<file path="config.mk">
export PLATFORM = sky130hd
export DESIGN_NAME = rpy_cell
export DESIGN_NICKNAME = d
export VERILOG_FILES = /design/src/hdl/rpy_pkg.sv /design/src/hdl/rpy_cell.sv
export SDC_FILE = /design/constraint.sdc
export NUM_CORES = 2
export LEC_CHECK = 0
export BUFFER_PORTS_ARGS = -buffer_cell sky130_fd_sc_hd__clkbuf_2
export CAP_MARGIN = 20
export CORE_AREA = 2 2 337 339
export CTS_BUF_LIST = sky130_fd_sc_hd__clkbuf_16
export CTS_CLUSTER_DIAMETER = 50
export DETAILED_ROUTE_END_ITERATION = 12
export DIE_AREA = 0 0 339 341
export PLACE_DENSITY = 0.58
export SLEW_MARGIN = 0
export SYNTH_ARGS = -nofsm -noshare
export SYNTH_HDL_FRONTEND = slang
export SYNTH_SLANG_ARGS = --single-unit
</file>
<file path="constraint.sdc">
create_clock -name aclk -period 20.6 [get_ports aclk]
set_clock_uncertainty 0.1 [all_clocks]
set_input_delay 5.15 -clock aclk [delete_from_list [all_inputs] [get_ports aclk]]
set_output_delay 5.15 -clock aclk [all_outputs]
set_load 0.005 [all_outputs]
</file>
<file path="src/hdl/rpy_pkg.sv">
package rpy_pkg;

    localparam int CORDIC_STAGES = 16;
    localparam int ATAN_ENTRIES  = 24;
    localparam int NSTG = (CORDIC_STAGES < ATAN_ENTRIES) ? CORDIC_STAGES : ATAN_ENTRIES;
    localparam int XW = 34;
    localparam logic signed [XW-1:0] GAIN_INIT = 34'sh026DD3B6A;
    localparam logic signed [15:0] Q14_ONE = 16'sd16384;

    typedef struct packed {
        logic        opcode;
        logic [15:0] roll_angle;
        logic [15:0] pitch_angle;
        logic [15:0] yaw_angle;
        logic [15:0] bone_length;
    } rpy_in_t;

    typedef struct packed {
        logic [15:0] m00;
        logic [15:0] m01;
        logic [15:0] m02;
        logic [15:0] m10;
        logic [15:0] m11;
        logic [15:0] m12;
        logic [15:0] m20;
        logic [15:0] m21;
        logic [15:0] m22;
        logic [15:0] trans_x;
    } rpy_out_t;

    // one angle's rotator state
    typedef struct packed {
        logic signed [XW-1:0] x;
        logic signed [XW-1:0] y;
        logic signed [32:0]   z;
        logic                 flip;
    } rpy_rot_t;

    // word moving down the chain
    typedef struct packed {
        logic     valid;
        rpy_rot_t r;
        rpy_rot_t p;
        rpy_rot_t w;
        logic        opcode;
        logic [15:0] bone_length;
    } rpy_link_t;

    function automatic logic signed [32:0] atan_val(input int i);
        logic [31:0] t;
        unique case (i)
            0: t = 32'h20000000;  1: t = 32'h12E4051E;  2: t = 32'h09FB385B;
            3: t = 32'h051111D4;  4: t = 32'h028B0D43;  5: t = 32'h0145D7E1;
            6: t = 32'h00A2F61E;  7: t = 32'h00517C55;  8: t = 32'h0028BE53;
            9: t = 32'h00145F2F; 10: t = 32'h000A2F98; 11: t = 32'h000517CC;
            12: t = 32'h00028BE6; 13: t = 32'h000145F3; 14: t = 32'h0000A2FA;
            15: t = 32'h0000517D; 16: t = 32'h000028BE; 17: t = 32'h0000145F;
            18: t = 32'h00000A30; 19: t = 32'h00000518; 20: t = 32'h0000028C;
            21: t = 32'h00000146; 22: t = 32'h000000A3; default: t = 32'h00000051;
        endcase
        return $signed({1'b0, t});
    endfunction

    function automatic logic signed [15:0] sat_q14(input logic signed [47:0] v);
        if (v > 48'sd16384) return Q14_ONE;
        if (v < -48'sd16384) return -Q14_ONE;
        return v[15:0];
    endfunction

endpackage

</file>
<file path="src/hdl/rpy_cell.sv">
module rpy_cell
    import rpy_pkg::*;
(
    input  logic             aclk,
    input  logic             aresetn,
    input  logic             en,
    input  logic [4:0]       shift,
    input  logic signed [32:0] atan,
    input  rpy_link_t        link_in,
    output rpy_link_t        link_out
);

    rpy_link_t link_reg, link_next;

    function automatic rpy_rot_t rot_step(input rpy_rot_t a, input logic [4:0] s,
                                          input logic signed [32:0] t);
        rpy_rot_t o;
        logic signed [XW-1:0] ys, xs;
        o  = a;
        ys = a.y >>> s;
        xs = a.x >>> s;
        if (!a.z[32]) begin
            o.x = a.x - ys;
            o.y = a.y + xs;
            o.z = a.z - t;
        end else begin
            o.x = a.x + ys;
            o.y = a.y - xs;
            o.z = a.z + t;
        end
        return o;
    endfunction

    always_comb begin
        link_next   = link_in;
        link_next.r = rot_step(link_in.r, shift, atan);
        link_next.p = rot_step(link_in.p, shift, atan);
        link_next.w = rot_step(link_in.w, shift, atan);
    end

    always_ff @(posedge aclk) begin
        if (!aresetn) begin
            link_reg.valid <= 1'b0;
        end else if (en) begin
            link_reg <= link_next;
        end
    end

    assign link_out = link_reg;

endmodule

</file>
* Word-level counts from Yosys, hierarchy flattened
Cells that the tools add are included.
** Cells by class
- $add $sub $neg :: 18
- $mul :: 0
- Div/mod/pow operators :: 0
- Order comparisons :: 0
- Equal/unequal tests :: 0
- Shift operators :: 6
- Multiplexer cells :: 3
- Bitwise gates (word level) :: 0
- Reductions and logical operators :: 1
** Operators with widths (count)
- 101-bit two-way mux :: 3
- 34-bit adder :: 6
- 34-bit by 5-bit >>> shifter with 34-bit output :: 6
- 34-bit subtractor :: 6
- 33-bit adder :: 3
- 33-bit subtractor :: 3
- 2-bit AND reduction :: 1
** Word-level totals
- Register bits after elaboration :: 324
- Bits in latches :: 0
- RAM bits :: 0
- Bits in read-only memories :: 0
- Input port bits :: 365
- Output and inout bits :: 324
- Logic and storage cells :: 43
- Memories :: 0

* Longest topological paths before layout
- Word-level depth :: 3
- Gate-level depth with buffers :: 33
- Depth with buffers taken out :: 22

* Worst setup path after synthesis
No wires, ideal clock.
- Path kind :: input port to flip-flop
- From :: in en
- To :: reg link_reg, in the netlist link_out[0] (enable)
- Arrival time :: 12429 ps
- Path slack :: 7346 ps
- Stages :: 1
- Buffers on the path :: 0
- Cell sequence :: and2_1
** On the way
- Cells in the longest elaborated chain, start to end :: 1
** Ends and longest elaborated chain
- from (decl) :: line rpy_cell.sv:6 : input logic en,
- 2-bit AND reduction (no line)
- to (signal assigned) :: line rpy_cell.sv:45 : link_reg <= link_next;
- to (decl) :: line rpy_cell.sv:13 : rpy_link_t link_reg, link_next;
No other way between the ends.
A chain may end at the register's enable or synchronous reset.

==> results.md <==
- Run status: finished, final reports clean
- Final hold vios: 0
- Overall routing resource usage: 0.3474
- CTS tree: built
- Sequential power share: 0.254
- Share of layout cells above drive strength 1: 0.2352
- Register area share after synthesis: 0.2181
- Gr ovfl total: 0
- Vias in the first global route: 41354
- HPWL Detailed: 165600 um
- Unique masters post-synth: about 120
- Hold Crit Class: register to register
- Ys async rst share: 0
- Post-route DRC: 0
- CTS Buf Count: 50
- Slowest CP cell: buf_4
- Top_reg_cell synth: edfxtp_1
- Power Total: between 3000 and 4000 uW
- Switching share of power: 0.4145
- Core Region: 111900 sq um
- Htree depth: 2
- Hold Crit Depth: 2
- Clock Power Share: 0.244
- Area Growth Syn to Fin: 13.19%
- Die Area: 115600 sq um
- First-pass GRT wire length: 295700 um
- Tmin final: 12.61 ns
- Placer Congestion: around 1.0
- Cell Count, Final, Fillers Out: 6807
- Mapped Nets: 5401
- Max Slew Vio Count: 0
- Syn. warnings: 0
- Crit path cell chain: buf_8 > buf_4 > buf_4 > nor2_1 > buf_4 > mux2_2 > mux4_2 > a31oi_1 > and2_1 > and4_1 > a21oi_1 > xor2_1 > ha_1 > and3_1 > a31oi_1 > o21ai_0 > o31ai_1 > a21oi_1 > o211ai_1 > o211ai_1 > a31o_2 > a21oi_1 > xnor2_1
- Most frequent cells after synthesis: a21oi_1 (411), nor2_1 (391), edfxtp_1 (323), ha_1 (301), nand2_1 (301)
- Placed insts: 6694
- Clock transition at path regs: 0.05 ns
- Comb power frac: 0.502
- Clock buffer depth: 3
- CP Buf/Inv Count: 4
- Crit path arrival time: 12.92 ns
- Multi-input logic area: 32690 sq um
- Cell with the most instances after synthesis: a21oi_1
- Internal power: 2181 uW
- CP Class: primary input to register
- Root buffer cell: clkbuf_16
- Die width: 339 um
- Reg2reg start: link_out[323]$_SDFFE_PN0P_
- Clock latency on the worst-skew pair: 0.66 ns
- Via Count: 43272
- PortBufs: 688
- Initial Utilization: 0.3984
- RSZ-0062 raised after global routing: no
- Setup Buffers After CTS: 0
- Drt pass-1 iters: 9
- MaxCap Viol Count: 0
- Worst-margin pin slew: 1.213 ns
- Family with the most delay on the worst path: compound AO/OA/AOI/OAI gates
- Layout Nets: 5923
- CP Launch Type: primary input
- Worst reg2reg path endpoint: link_out[323]$_SDFFE_PN0P_
- Syn Std Cell Area: 44570 sq um
- Cell Pwr Density: 73.84 nW/um^2
- Total Neg Setup Slack: 0 ns
- Largest net degree at the start of global routing: between 100 and 150
- Post-synthesis register bit count: 324
- CP Max Fanout: 89
- FF-to-FF path depth: 2
- R2R setup slack: 19.92 ns
- Worst vdd ir: between 0.06 and 0.07 mV
- Yosys top cell area share: 0.2176
- Synth area leader: edfxtp_1
- Initial antenna violation count: 30
- Hold Path Sink: link_out[323]$_SDFFE_PN0P_
- Die Ht: 341 um
- Hold_buf cts: 0
- Remaining antenna violation count: 0
- Filler Cell Count: 10991
- Synth area leaders: edfxtp_1 (22%), mux4_2 (11%), ha_1 (8.5%), xnor2_1 (5.7%), xor2_1 (5.1%)
- Wirelength per Cell: 30.62 um
- Max stage delay on crit path: just over 0.9 ns
- IO Pins: approximately 700
- Rows: 123
- Number of synthesized flops with an enable pin: 323
- Clk sinks: ~320
- Share of the cycle needed by the critical path after routing: 0.6119
- Vias/cell: 6.357
- Hold WS: 0.4188 ns
- Cell depth of the worst setup path: 23
- Leakage Power: 0.02094 uW
- Hold Crit Start: link_out[323]$_SDFFE_PN0P_
- DRT Wirelength: 208500 um
- Mean Syn Cell Area: between 9 and 10 sq um
- Worst slew margin: 0.1805
- Nature of the critical path endpoint: register
- Final setup viols: 0
- Sequential cell area: 9719 sq um
- Post-synthesis cell count: approximately 4700
- Detailed Route Iter0 Violations: 4800
- Net Switching: 1544 uW
- CP Data Required Time: between 20 and 25 ns
- Fmax: 79.33 MHz
- Number of flip-flops in the largest register: 324
- Cts repair resizes: 0
==> tightest hold or removal path: stages (launching register included) <==
cell and delay, ns:
dfxtp_1 0.32, mux2i_1 0.06, nor2b_1 0.10
==> worst max-delay path by stage <==
stage / from / end / slack (ns)
2_1_floorplan: en / link_out[0]$_DFFE_PP_ / 7.35
3_3_place_gp: shift[1] / link_out[186]$_DFFE_PP_ / 7.49
3_5_place_dp: shift[1] / link_out[186]$_DFFE_PP_ / 7.49
4_1_cts: shift[1] / link_out[185]$_DFFE_PP_ / 8.21
5_1_grt: shift[1] / link_out[178]$_DFFE_PP_ / 7.53
6_report: shift[1] / link_out[83]$_DFFE_PP_ / 7.99
==> kinds of logic after synthesis <==
group / Yosys count / synth area share
flip-flops: 324 / 0.2181
AO/OA/AOI/OAI: 1399 / 0.2079
XOR/XNOR: 547 / 0.1075
AND/OR/NAND/NOR: 1245 / 0.1399
adder cells (fa/ha/maj): 310 / 0.08854
multiplexers: 514 / 0.1889
buffers and inverters: 387 / 0.04916
==> cell type report <==
type                            instances  area share
Antenna cell                           18   0.0008928
Sequential cell                       324      0.1927
Clock buffer                           51     0.02530
Multi-Input combinational cell       4015      0.6479
Tap cell                             1500     0.03720
Timing Repair Buffer                  742     0.07763
Inverter                              115    0.008606
Clock inverter                         42    0.009821
==> power groups by stage <==
stage                     logic, uW  registers, uW  clock network (uW)
after CTS                      1840            947                 933
after floorplan                1210            969                   0
final                          1870            945                 908
after global routing           2010            954                 955
after detailed placement       1830            959                   0
after global placement         1830            957                   0
==> cells in the final DEF, fill, tap and decap left out, drive strengths merged, types with 74 or more instances in the layout <==
cell,netlist,layout
clkbuf,108,732
a21oi,415,415
nor2,394,394
edfxtp,323,323
nand2,302,302
ha,301,301
xnor2,290,290
xor2,257,257
mux4,245,245
o21ai,226,226
mux2i,185,185
a21o,146,146
inv,113,132
mux2,84,84
nor3,74,74
==> layer usage <==
metal  global-route usage  up-vias  part of all wire
met2               0.5287     2480              0.43
met4               0.2355       24             0.079
li1                     -    19208                 -
met3              0.09821      601             0.099
met5                    0        -           0.00081
met1               0.4278    20959              0.39
==> stage by stage <==
stage | worst slack, ns | util | instance area (sq um)
floorplan | 7.346 | - | 44570
global placement | 7.486 | 0.4345 | 48620
detailed placement | 7.494 | 0.4345 | 48620
CTS | 8.210 | 0.4504 | 50390
global route | 7.528 | 0.4506 | 50420
finish | 7.994 | 0.4509 | 50450
Power figures use the tool's default switching activity.
